**config.mk**
```make
export PLATFORM = sky130hd
export DESIGN_NAME = interrupt_pool_dispatcher
export DESIGN_NICKNAME = d
export VERILOG_FILES = /design/src/sv/ipd_pkg.sv /design/src/sv/interrupt_pool_dispatcher.sv /design/src/sv/ipd_pend.sv /design/src/sv/ipd_fifo.sv
export SDC_FILE = /design/constraint.sdc
export NUM_CORES = 2
export LEC_CHECK = 0
export ABC_AREA = 1
export BUFFER_PORTS_ARGS = -buffer_cell sky130_fd_sc_hd__buf_2
export CAP_MARGIN = 30
export CORE_ASPECT_RATIO = 1.25
export CORE_UTILIZATION = 52
export DETAILED_ROUTE_END_ITERATION = 12
export PLACE_DENSITY_LB_ADDON = 0.1
export SYNTH_ARGS = -nofsm -noshare
export SYNTH_HDL_FRONTEND = slang
export SYNTH_SLANG_ARGS = --single-unit
export TNS_END_PERCENT = 30
```
**constraint.sdc**
```tcl
create_clock -name clk_i -period 5.2 [get_ports clk_i]
set_clock_uncertainty 0.1 [all_clocks]
set_input_delay 0.78 -clock clk_i [delete_from_list [all_inputs] [get_ports clk_i]]
set_output_delay 0.78 -clock clk_i [all_outputs]
set_load 0.01 [all_outputs]
```
**src/sv/ipd_pkg.sv**
```systemverilog
package ipd_pkg;

  // default sizes
  localparam int unsigned NUM_INTERRUPTS = 1024;
  localparam int unsigned NUM_THREADS    = 32;

  // fixed field and storage widths
  localparam int unsigned KIND_W      = 2;
  localparam int unsigned INT_W       = 10;
  localparam int unsigned THR_W       = 5;
  localparam int unsigned OUTCOME_W   = 3;
  localparam int unsigned WORD_W      = 32;
  localparam int unsigned BIT_W       = 5;
  localparam int unsigned PEND_ADDR_W = 5;
  localparam int unsigned FIFO_IDX_W  = 6;
  localparam int unsigned FIFO_CNT_W  = 7;
  localparam int unsigned THR_IDS     = 32;

  // request kinds
  localparam logic [KIND_W-1:0] KIND_IRQ    = 2'd0;
  localparam logic [KIND_W-1:0] KIND_WAIT   = 2'd1;
  localparam logic [KIND_W-1:0] KIND_CANCEL = 2'd2;
  localparam logic [KIND_W-1:0] KIND_NONE   = 2'd3;

  // result outcomes
  localparam logic [OUTCOME_W-1:0] OC_DELIVERED = 3'd0;
  localparam logic [OUTCOME_W-1:0] OC_PENDED    = 3'd1;
  localparam logic [OUTCOME_W-1:0] OC_RETURNED  = 3'd2;
  localparam logic [OUTCOME_W-1:0] OC_QUEUED    = 3'd3;
  localparam logic [OUTCOME_W-1:0] OC_CANCELLED = 3'd4;
  localparam logic [OUTCOME_W-1:0] OC_NOTFOUND  = 3'd5;

  typedef struct packed {
    logic [KIND_W-1:0] kind;
    logic [INT_W-1:0]  int_num;
    logic [THR_W-1:0]  thread_id;
  } in_t;

  typedef struct packed {
    logic [OUTCOME_W-1:0] outcome;
    logic [THR_W-1:0]     thread_out;
    logic [INT_W-1:0]     int_out;
  } out_t;

  // pending bitmap port
  typedef struct packed {
    logic                   rd_en;
    logic [PEND_ADDR_W-1:0] rd_addr;
    logic                   wr_en;
    logic [PEND_ADDR_W-1:0] wr_addr;
    logic [WORD_W-1:0]      wr_data;
  } pend_ctl_t;

  typedef struct packed {
    logic [WORD_W-1:0]      rd_data;
    logic [BIT_W-1:0]       low_bit;
    logic                   any;
    logic [PEND_ADDR_W-1:0] first_word;
  } pend_sts_t;

  // waiter queue port, indexes are logical (0 is the oldest)
  typedef struct packed {
    logic                  rd_en;
    logic [FIFO_IDX_W-1:0] rd_idx;
    logic                  wr_en;
    logic [FIFO_IDX_W-1:0] wr_idx;
    logic [THR_W-1:0]      wr_data;
    logic                  cnt_inc;
    logic                  cnt_dec;
    logic                  head_inc;
    logic                  mem_set;
    logic                  mem_clr;
    logic [THR_W-1:0]      mem_thr;
  } fifo_ctl_t;

  typedef struct packed {
    logic [THR_W-1:0]      rd_data;
    logic [FIFO_CNT_W-1:0] count;
    logic [THR_IDS-1:0]    member;
  } fifo_sts_t;

endpackage

```
**src/sv/interrupt_pool_dispatcher.sv**
```systemverilog
// channel | dir | handshake                 | payload
// in      | in  | in_valid_i / in_ready_o   | in_req_i  (kind, int_num, thread_id)
// out     | out | out_valid_o / out_ready_i | out_rsp_o (outcome, thread_out, int_out)
//
// one request at a time: in_ready_o is high only while the sequencer is idle
// pend, deliver and pending-return go through a registered read of the pending word or
// waiter ring, an update state (set, take or pop) and emit; a queued wait goes straight to emit
// a cancel that finds its thread scans every ring entry, a read then a compare, and closes
// the gap behind it; a cancel miss goes straight to emit; ignored requests stay in idle
// a stalled output holds the sequencer in emit
// reset clears the word flags, ring count and membership; no clearing pass
module interrupt_pool_dispatcher #(
  parameter int unsigned NumInterrupts = ipd_pkg::NUM_INTERRUPTS,
  parameter int unsigned NumThreads    = ipd_pkg::NUM_THREADS
) (
  input  logic          clk_i,
  input  logic          rst_ni,
  input  logic          in_valid_i,
  output logic          in_ready_o,
  input  ipd_pkg::in_t  in_req_i,
  output logic          out_valid_o,
  input  logic          out_ready_i,
  output ipd_pkg::out_t out_rsp_o
);

  localparam int unsigned PendWords = (NumInterrupts + 31) / 32;
  localparam int unsigned WordAw    = (PendWords > 1) ? $clog2(PendWords) : 1;

  typedef enum logic [6:0] {
    S_IDLE     = 7'b0000001,
    S_SET      = 7'b0000010,
    S_TAKE     = 7'b0000100,
    S_POP      = 7'b0001000,
    S_SCAN_RD  = 7'b0010000,
    S_SCAN_CMP = 7'b0100000,
    S_EMIT     = 7'b1000000
  } state_e;

  state_e                           state_q, state_d;
  logic [ipd_pkg::INT_W-1:0]        irq_q, irq_d;
  logic [ipd_pkg::THR_W-1:0]        thr_q, thr_d;
  logic [ipd_pkg::PEND_ADDR_W-1:0]  word_q, word_d;
  logic [ipd_pkg::FIFO_CNT_W-1:0]   j_q, j_d;
  logic                             found_q, found_d;
  ipd_pkg::out_t                    res_q, res_d;
  ipd_pkg::out_t                    out_q, out_d;
  logic                             out_valid_q, out_valid_d;

  ipd_pkg::pend_ctl_t pctl;
  ipd_pkg::pend_sts_t psts;
  ipd_pkg::fifo_ctl_t fctl;
  ipd_pkg::fifo_sts_t fsts;

  logic                             irq_ok, thr_ok;
  logic [ipd_pkg::PEND_ADDR_W-1:0]  in_word;
  logic [ipd_pkg::FIFO_CNT_W-1:0]   j_next;

  ipd_pend #(
    .PendWords(PendWords)
  ) u_pend (
    .clk_i (clk_i),
    .rst_ni(rst_ni),
    .ctl_i (pctl),
    .sts_o (psts)
  );

  ipd_fifo #(
    .Depth(NumThreads)
  ) u_fifo (
    .clk_i (clk_i),
    .rst_ni(rst_ni),
    .ctl_i (fctl),
    .sts_o (fsts)
  );

  // range checks on the incoming request
  assign irq_ok  = {1'b0, in_req_i.int_num} < (ipd_pkg::INT_W + 1)'(NumInterrupts);
  assign thr_ok  = {2'b0, in_req_i.thread_id} < (ipd_pkg::THR_W + 2)'(NumThreads);
  assign in_word = ipd_pkg::PEND_ADDR_W'(in_req_i.int_num[5 +: WordAw]);
  assign j_next  = ipd_pkg::FIFO_CNT_W'(j_q + ipd_pkg::FIFO_CNT_W'(1));

  // sequencer
  always_comb begin
    state_d     = state_q;
    irq_d       = irq_q;
    thr_d       = thr_q;
    word_d      = word_q;
    j_d         = j_q;
    found_d     = found_q;
    res_d       = res_q;
    out_d       = out_q;
    out_valid_d = out_valid_q & ~out_ready_i;
    pctl        = '0;
    fctl        = '0;
    in_ready_o  = 1'b0;

    case (state_q)
      S_IDLE: begin
        in_ready_o = 1'b1;
        if (in_valid_i) begin
          irq_d = in_req_i.int_num;
          thr_d = in_req_i.thread_id;
          case (in_req_i.kind)
            ipd_pkg::KIND_IRQ: begin
              if (irq_ok) begin
                if (fsts.count != '0) begin
                  fctl.rd_en  = 1'b1;
                  fctl.rd_idx = '0;
                  state_d     = S_POP;
                end else begin
                  pctl.rd_en   = 1'b1;
                  pctl.rd_addr = in_word;
                  word_d       = in_word;
                  state_d      = S_SET;
                end
              end
            end
            ipd_pkg::KIND_WAIT: begin
              if (thr_ok) begin
                if (psts.any) begin
                  pctl.rd_en   = 1'b1;
                  pctl.rd_addr = psts.first_word;
                  word_d       = psts.first_word;
                  state_d      = S_TAKE;
                end else begin
                  // queue the thread unless it already waits
                  if (!fsts.member[in_req_i.thread_id]) begin
                    fctl.wr_en   = 1'b1;
                    fctl.wr_idx  = fsts.count[ipd_pkg::FIFO_IDX_W-1:0];
                    fctl.wr_data = in_req_i.thread_id;
                    fctl.cnt_inc = 1'b1;
                    fctl.mem_set = 1'b1;
                    fctl.mem_thr = in_req_i.thread_id;
                  end
                  res_d   = '{ipd_pkg::OC_QUEUED, in_req_i.thread_id, '0};
                  state_d = S_EMIT;
                end
              end
            end
            ipd_pkg::KIND_CANCEL: begin
              if (thr_ok) begin
                if (fsts.member[in_req_i.thread_id]) begin
                  j_d     = '0;
                  found_d = 1'b0;
                  state_d = S_SCAN_RD;
                end else begin
                  res_d   = '{ipd_pkg::OC_NOTFOUND, in_req_i.thread_id, '0};
                  state_d = S_EMIT;
                end
              end
            end
            default: begin
            end
          endcase
        end
      end

      // pend the interrupt
      S_SET: begin
        pctl.wr_en   = 1'b1;
        pctl.wr_addr = word_q;
        pctl.wr_data = psts.rd_data | (ipd_pkg::WORD_W'(1) << irq_q[4:0]);
        res_d        = '{ipd_pkg::OC_PENDED, '0, '0};
        state_d      = S_EMIT;
      end

      // hand out the lowest pending interrupt
      S_TAKE: begin
        pctl.wr_en   = 1'b1;
        pctl.wr_addr = word_q;
        pctl.wr_data = psts.rd_data & ~(ipd_pkg::WORD_W'(1) << psts.low_bit);
        res_d        = '{ipd_pkg::OC_RETURNED, thr_q, {word_q, psts.low_bit}};
        state_d      = S_EMIT;
      end

      // wake the oldest waiter
      S_POP: begin
        fctl.head_inc = 1'b1;
        fctl.cnt_dec  = 1'b1;
        fctl.mem_clr  = 1'b1;
        fctl.mem_thr  = fsts.rd_data;
        res_d         = '{ipd_pkg::OC_DELIVERED, fsts.rd_data, irq_q};
        state_d       = S_EMIT;
      end

      S_SCAN_RD: begin
        fctl.rd_en  = 1'b1;
        fctl.rd_idx = j_q[ipd_pkg::FIFO_IDX_W-1:0];
        state_d     = S_SCAN_CMP;
      end

      // find the thread, then close the gap one entry at a time
      S_SCAN_CMP: begin
        if (found_q) begin
          fctl.wr_en   = 1'b1;
          fctl.wr_idx  = ipd_pkg::FIFO_IDX_W'(j_q - ipd_pkg::FIFO_CNT_W'(1));
          fctl.wr_data = fsts.rd_data;
        end else if (fsts.rd_data == thr_q) begin
          found_d = 1'b1;
        end
        if (j_next == fsts.count) begin
          fctl.cnt_dec = 1'b1;
          fctl.mem_clr = 1'b1;
          fctl.mem_thr = thr_q;
          res_d        = '{ipd_pkg::OC_CANCELLED, thr_q, '0};
          state_d      = S_EMIT;
        end else begin
          j_d     = j_next;
          state_d = S_SCAN_RD;
        end
      end

      // move the result into the output register once it is free
      S_EMIT: begin
        if (!out_valid_q || out_ready_i) begin
          out_d       = res_q;
          out_valid_d = 1'b1;
          state_d     = S_IDLE;
        end
      end

      default: begin
        state_d = S_IDLE;
      end
    endcase
  end

  always_ff @(posedge clk_i or negedge rst_ni) begin
    if (!rst_ni) begin
      state_q     <= S_IDLE;
      out_valid_q <= 1'b0;
    end else begin
      state_q     <= state_d;
      out_valid_q <= out_valid_d;
    end
  end

  // request and result payload
  always_ff @(posedge clk_i) begin
    irq_q   <= irq_d;
    thr_q   <= thr_d;
    word_q  <= word_d;
    j_q     <= j_d;
    found_q <= found_d;
    res_q   <= res_d;
    out_q   <= out_d;
  end

  assign out_valid_o = out_valid_q;
  assign out_rsp_o   = out_q;

endmodule

```
**src/sv/ipd_pend.sv**
```systemverilog
module ipd_pend #(
  parameter int unsigned PendWords = 32
) (
  input  logic              clk_i,
  input  logic              rst_ni,
  input  ipd_pkg::pend_ctl_t ctl_i,
  output ipd_pkg::pend_sts_t sts_o
);

  localparam int unsigned AW = (PendWords > 1) ? $clog2(PendWords) : 1;

  logic [ipd_pkg::WORD_W-1:0] mem_q [PendWords];
  logic [PendWords-1:0]       nz_q;
  logic [ipd_pkg::WORD_W-1:0] rd_q;
  logic                       rd_nz_q;
  logic [ipd_pkg::WORD_W-1:0] rd_word;

  // word storage, no reset: a word counts only while its flag is set
  always_ff @(posedge clk_i) begin
    if (ctl_i.wr_en) begin
      mem_q[ctl_i.wr_addr[AW-1:0]] <= ctl_i.wr_data;
    end
    if (ctl_i.rd_en) begin
      rd_q    <= mem_q[ctl_i.rd_addr[AW-1:0]];
      rd_nz_q <= nz_q[ctl_i.rd_addr[AW-1:0]];
    end
  end

  // per-word nonzero flags, cleared at reset
  always_ff @(posedge clk_i or negedge rst_ni) begin
    if (!rst_ni) begin
      nz_q <= '0;
    end else if (ctl_i.wr_en) begin
      nz_q[ctl_i.wr_addr[AW-1:0]] <= |ctl_i.wr_data;
    end
  end

  assign rd_word = rd_q & {ipd_pkg::WORD_W{rd_nz_q}};

  // lowest nonzero word and lowest set bit of the read word
  always_comb begin
    sts_o.rd_data    = rd_word;
    sts_o.any        = |nz_q;
    sts_o.first_word = '0;
    sts_o.low_bit    = '0;
    for (int i = PendWords - 1; i >= 0; i--) begin
      if (nz_q[i]) begin
        sts_o.first_word = ipd_pkg::PEND_ADDR_W'(i);
      end
    end
    for (int b = ipd_pkg::WORD_W - 1; b >= 0; b--) begin
      if (rd_word[b]) begin
        sts_o.low_bit = ipd_pkg::BIT_W'(b);
      end
    end
  end

endmodule

```
**src/sv/ipd_fifo.sv**
```systemverilog
module ipd_fifo #(
  parameter int unsigned Depth = 32
) (
  input  logic               clk_i,
  input  logic               rst_ni,
  input  ipd_pkg::fifo_ctl_t ctl_i,
  output ipd_pkg::fifo_sts_t sts_o
);

  localparam int unsigned AW = $clog2(Depth);
  localparam int unsigned CW = $clog2(Depth + 1);

  logic [ipd_pkg::THR_W-1:0]   mem_q [Depth];
  logic [ipd_pkg::THR_W-1:0]   rd_q;
  logic [AW-1:0]               head_q, head_d;
  logic [CW-1:0]               count_q, count_d;
  logic [ipd_pkg::THR_IDS-1:0] member_q, member_d;
  logic [AW-1:0]               rd_phys, wr_phys;

  // logical index to ring slot
  function automatic logic [AW-1:0] to_phys(logic [AW-1:0] head, logic [AW-1:0] idx);
    logic [AW:0] sum;
    sum = {1'b0, head} + {1'b0, idx};
    if (sum >= (AW + 1)'(Depth)) begin
      sum = sum - (AW + 1)'(Depth);
    end
    return sum[AW-1:0];
  endfunction

  assign rd_phys = to_phys(head_q, ctl_i.rd_idx[AW-1:0]);
  assign wr_phys = to_phys(head_q, ctl_i.wr_idx[AW-1:0]);

  // ring storage
  always_ff @(posedge clk_i) begin
    if (ctl_i.wr_en) begin
      mem_q[wr_phys] <= ctl_i.wr_data;
    end
    if (ctl_i.rd_en) begin
      rd_q <= mem_q[rd_phys];
    end
  end

  // head, fill count and membership
  always_comb begin
    head_d   = head_q;
    count_d  = count_q;
    member_d = member_q;
    if (ctl_i.head_inc) begin
      head_d = (head_q == AW'(Depth - 1)) ? '0 : AW'(head_q + AW'(1));
    end
    if (ctl_i.cnt_inc) begin
      count_d = CW'(count_q + CW'(1));
    end else if (ctl_i.cnt_dec) begin
      count_d = CW'(count_q - CW'(1));
    end
    if (ctl_i.mem_set) begin
      member_d[ctl_i.mem_thr] = 1'b1;
    end else if (ctl_i.mem_clr) begin
      member_d[ctl_i.mem_thr] = 1'b0;
    end
  end

  always_ff @(posedge clk_i or negedge rst_ni) begin
    if (!rst_ni) begin
      head_q   <= '0;
      count_q  <= '0;
      member_q <= '0;
    end else begin
      head_q   <= head_d;
      count_q  <= count_d;
      member_q <= member_d;
    end
  end

  assign sts_o.rd_data = rd_q;
  assign sts_o.count   = ipd_pkg::FIFO_CNT_W'(count_q);
  assign sts_o.member  = member_q;

endmodule

```
**Word-level counts from Yosys, hierarchy flattened**

Memory sizes are Yosys's and may differ from the RTL's. A register that Yosys moved wholly into a read port is not among the register bits.
Index checks and enable logic that the tools add are counted.
Widths: inputs -> output; s select.

- Bits in registers: 148
- RAM bits: 1184
- Input bits: 21
- Output and inout bits: 20
- Logic and storage cells: 239
- Memories kept: 2

Memory list:

| memory | depth | width | rd ports | clocked after Yosys merged registers in | write ports | line | source |
|---|---|---|---|---|---|---|---|
| u_pend.mem_q | 32 | 32 | 1 | 1 | 1 | ipd_pend.sv:12 | `logic [ipd_pkg::WORD_W-1:0] mem_q [PendWords];` |
| u_fifo.mem_q | 32 | 5 | 1 | 1 | 1 | ipd_fifo.sv:13 | `logic [ipd_pkg::THR_W-1:0] mem_q [Depth];` |

- $add $sub $neg: 9
- $lt $le $gt $ge: 8
- Equality and inequality tests: 24
- Shift-type cells: 2
- Muxes and demuxes: 146
- Bitwise logic cells: 9
- Reductions and logical operators: 21

Operators by type and width:

| cell | number |
|---|---|
| $mux 5 | 73 |
| $and 32x32->32 | 3 |
| $pmux 18 s5 | 1 |
| $mux 7 | 11 |
| $pmux 38 s2 | 1 |
| $mux 18 | 4 |
| $mux 32 | 2 |
| $not 32->32 | 2 |
| $or 32x32->32 | 2 |
| $reduce_or 32->1 | 2 |
| $shl 1x5->32 const A | 2 |
| $mux 6 | 7 |
| $mux 13 | 3 |
| $pmux 18 s2 | 1 |
| $pmux 7 s5 | 1 |
| $bwmux 32 | 1 |
| $pmux 7 s2 | 2 |
| $lt 5x6->1 const B | 4 |
| $mux 1 | 24 |
| $pmux 12 s2 | 1 |
| $pmux 7 s3 | 1 |
| $mux 20 | 1 |
| $pmux 5 s3 | 1 |
| $ne 2x2->1 const B | 7 |
| 46 further kinds | 62 |

**Longest topological paths before layout**

- Depth in word-level cells: 42
- Mapped depth: 43
- Mapped depth without buffers: 41

**Hierarchy**

From an unflattened synthesis, not the netlist that was laid out.

- Cells, all modules: 4826
- Area, all modules: 57333.7 um^2

Modules (own cells, without submodules):

| module | instances | cells each | area each (um^2) | seq. area each (um^2) |
|---|---|---|---|---|
| ipd_pend | 1 | 3245 | 43050.0 | 32541.2 |
| ipd_fifo | 1 | 920 | 9356.5 | 6030.8 |
| interrupt_pool_dispatcher | 1 | 661 | 4927.2 | 2123.3 |

**Least setup slack after synthesis**

OpenSTA, ideal clock, no wires.

- Path type: flip-flop to flip-flop
- From: register state_q[6]
- To: register res_q[0] (netlist bit), enable pin
- Library setup time: 492 ps
- Arrival time: 4719 ps
- Required time: 4608 ps
- Slack: -111 ps
- Stages on the path, launching flop included: 12
- Path buffers: 0
- Period minus slack after synthesis: 5311 ps
- Path through: dfrtp_1 nor3_1 inv_1 nor4_1 nor2_1 inv_1 nor2_1 inv_1 nor2_1 inv_1 nor2_1 a2111oi_0

- Word-level cells in the longest chain between the ends: 3
- Elaborated cells between the ends (all ways): 12
- Classes of those cells: eq/ne: 10; reduce/logical: 2

RTL lines:

| item | line | source |
|---|---|---|
| from (decl) | interrupt_pool_dispatcher.sv:39 | `state_e state_q, state_d;` |
| from (signal assigned) | interrupt_pool_dispatcher.sv:233 | `state_q <= state_d;` |
| $eq 7x1->1, or another cell as far along | interrupt_pool_dispatcher.sv:97 | `case (state_q)` |
| $ne 3x1->1 (no source line), or another cell as far along | -- |  |
| $reduce_and 6->1 (no source line) (*) | -- |  |
| to (signal assigned) | interrupt_pool_dispatcher.sv:245 | `res_q <= res_d;` |
| to (decl) | interrupt_pool_dispatcher.sv:45 | `ipd_pkg::out_t res_q, res_d;` |

Mark *: on every way between the ends. The rest lies on a longest branch, timed or not.
A chain may end at the register's enable or synchronous reset.

==> results.md <==
- Die width: 314 um
- P&R area growth vs syn: 11.8%
- Vias in the first global route: 43900
- Bufs on Longest Clock Path: 3
- Area of the core: 0.120 mm2
- WL per Instance: 23.7 um
- # setup viols final: 0
- Synth Register Bits: 1369
- Die Ht: 391 um
- Htree depth: 4
- Yosys cell types: 56
- Most frequent cells in the layout: 1428 x nand3_1, 1286 x edfxtp_1, 987 x inv_1, 892 x nand2_1, 361 x nor2_1
- # IOs: 41
- Final wirelength: 186 mm
- Layout net count: 6220
- Initial antenna violation count: 1
- Global Route Usage Sum: 0.304
- Vias: 45500
- Critical path required time: 5.76 ns
- Ys async rst share: 0.0606
- Ant. Diodes: 0
- CTS root buf: clkbuf_16
- Synth warnings: 0
- Fmax: 213 MHz
- DR pass1 iterations: 6
- Cell Area, Synth: 0.0631 mm2
- Cts bufs inserted: 140
- Post-synth EDFFs: 1286
- CP startpoint kind: flip-flop
- Vias/cell: 5.78
- Post-route minimum period: 4.70 ns
- Status: complete, no violations
- Pwr per Cell Area: 353 mW/mm2
- WS Path Type: reg -> reg
- GPL Wtd Cong: 1.01
- Max_cap viols: 0
- Final Hold Viols: 0
- Final Max Tran Viols: 0
- Post-CTS Resized: 0
- WP data arrival: 5.27 ns
- Mapped Cells: 6178
- Seq/Total Area, Yosys: 0.645
- First-pass GRT wire length: 278 mm
- Ys flop type: edfxtp_1
- IR drop worst, VDD: 0.000305 V
- Hold WC Path Type: in -> reg
- Syn Area/Cell: 10.2 um2
- Post-DP HPWL: 103 mm
- DR DRC count: 0
- Mapped Nets: 6221
- Clock sinks: 1369
- Crit. End Element: flip-flop
- CTS clk-pin slew, worst paths: 0.06 ns
- Final hold slack: 0.115 ns
- Initial Util: 0.525
- Slew @ Worst Pin: 1.07 ns
- Rel. slew slack: 0.276
- Setup TNS: 0 ns
- Overflow after GRT: 0
- Die Area: 0.123 mm2
- Most common cell after layout, fill and taps aside: nand3_1
- Critical path peak fanout: 33
- Pin count of the biggest net entering global routing: 169
- Final period utilization: 0.905
- RSZ-0062 raised after global routing: no
- Worst-Skew Late Latency: 0.78 ns
- Leak Pwr: 28.6 nW
- Routed Antenna Nets: 0
- Drt initial violations: 4902
- Layout cells sized above 1: 0.0843
- Rows: 142
- TritonCTS clock tree: yes
- IO buf count: 40
-- layer usage --
metal / track usage / vias to the layer above / wire length, um
met5: 0 / - / 0
met4: 0.125 / 0 / 7080
met3: 0.0462 / 386 / 13700
met2: 0.495 / 1845 / 88500
met1: 0.409 / 22300 / 77000
li1: - / 20900 / -
-- report_power, final --
| part | total, mW | internal [mW] | leakage (nW) | switching (mW) |
|---|---|---|---|---|
| combinational | 2.64 | 0.814 | 11.1 | 1.83 |
| sequential | 12.4 | 12.2 | 15.4 | 0.189 |
| clock | 9.84 | 5.56 | 2.13 | 4.28 |
-- area by class of cell --
| cell class | instances | area (um2) |
|---|---|---|
| Fill cell | 10200 | 49500 |
| Multi-Input combinational cell | 3446 | 17500 |
| Clock inverter | 66 | 611 |
| Timing Repair Buffer | 219 | 2210 |
| Clock buffer | 185 | 3800 |
| Inverter | 1001 | 3770 |
| Tap cell | 1584 | 1980 |
| Sequential cell | 1369 | 40700 |
-- cell families (layout without fill, tap and decap cells) --
logic type,Yosys count,after routing,share of synthesized area
buffers and inverters,1363,1471,0.0841
XOR/XNOR,26,26,0.00361
multiplexers,31,31,0.00543
AO/OA/AOI/OAI,330,330,0.0305
AND/OR/NAND/NOR,3037,3037,0.227
adder cells (fa/ha/maj),22,22,0.00472
flip-flops,1369,1369,0.645
-- flip-flops by register name (all words and copies together) (netlist names), 5 cells and up, named ones only --
name	flops
u_pend.mem_q	1024
u_fifo.mem_q	160
u_pend.nz_q	32
u_pend.rd_q	32
out_rsp_o	18
res_q	18
irq_q	10
j_q	7
state_q	7
u_fifo.count_q	6
thr_q	5
u_fifo.head_q	5
u_fifo.rd_q	5
word_q	5
-- path summary, 6_finish.rpt --
path,slack (ns),cells past startpoint,to,start
setup / recovery,0.50,23,u_pend.nz_q[9],u_pend.rd_nz_q
hold / removal,0.11,2,out_valid_o,out_ready_i
setup reg to reg,0.50,23,u_pend.nz_q[9],u_pend.rd_nz_q
hold reg to reg,0.32,0,out_rsp_o[14],res_q[14]
max in group asynchronous,3.53,3,u_pend.nz_q[0],rst_ni
min in group asynchronous,0.41,2,async pin,rst_ni
-- synth_stat cells, types with 7 or more instances --
library cell  instances  area, um2
nor2_1              391       1470
clkbuf_1            183        687
ha_1                 19        238
edfxtp_1           1286      38600
o21ai_1               9       45.0
o22ai_1              14       87.6
nand3_1            1429       7150
xor2_1               17        149
nand2_1             896       3360
a21oi_1              49        245
a31oi_1              10       62.6
o211ai_1              7       52.6
xnor2_1               9       78.8
nand2_2              26        163
nand4_1              19        119
buf_2               111        556
inv_1               991       3720
nor4_1               10       62.6
dfrtp_1              82       2050
nand3b_1            224       1680
nor3_1               18       90.1
buf_1                58        218
o21ai_0             177        886
o32ai_1              40        350
mux2_2               26        293
-- critical path, stage by stage (launching register included) --
cell and delay [ns]:
edfxtp_1 0.65, buf_4 0.27, buf_4 0.15, nand2_1 0.08, inv_1 0.11, nor4_1 0.29, nand4_1 0.12, nor2_1 0.12
nand2_1 0.06, buf_4 0.21, inv_1 0.47, nand3_1 0.29, nand3_1 0.13, nand2_1 0.06, buf_4 0.24, nor2_1 0.13
nand2_1 0.06, nor2_1 0.10, nand2_1 0.06, nor2_1 0.26, nand3_2 0.10, buf_4 0.29, nand2_1 0.12, nand2_1 0.06
-- per-stage QoR --
| stage | total power [mW] | setup WS [ns] | util | cell area [um2] | cells |
|---|---|---|---|---|---|
| CTS | 25.0 | 0.418 | 0.587 | 70600 | 7869 |
| global route | 25.7 | 0.132 | 0.588 | 70600 | 7870 |
| floorplan | 14.3 | 0.260 | - | 63100 | 6178 |
| detailed placement | 15.2 | 0.221 | 0.551 | 66100 | 7617 |
| global placement | 15.2 | 0.290 | 0.549 | 66000 | 7610 |
| finish | 24.9 | 0.496 | 0.588 | 70600 | 7870 |
-- repair_timing --
| action | 4_1_cts | 5_1_grt |
|---|---|---|
| hold buffers | 1 | 0 |
| hold endpoints to repair | 33 | 0 |
| setup endpoints to repair | 0 | 32 |
| setup buffers | 0 | 1 |
No activity file was read; power rests on OpenSTA's default activity.
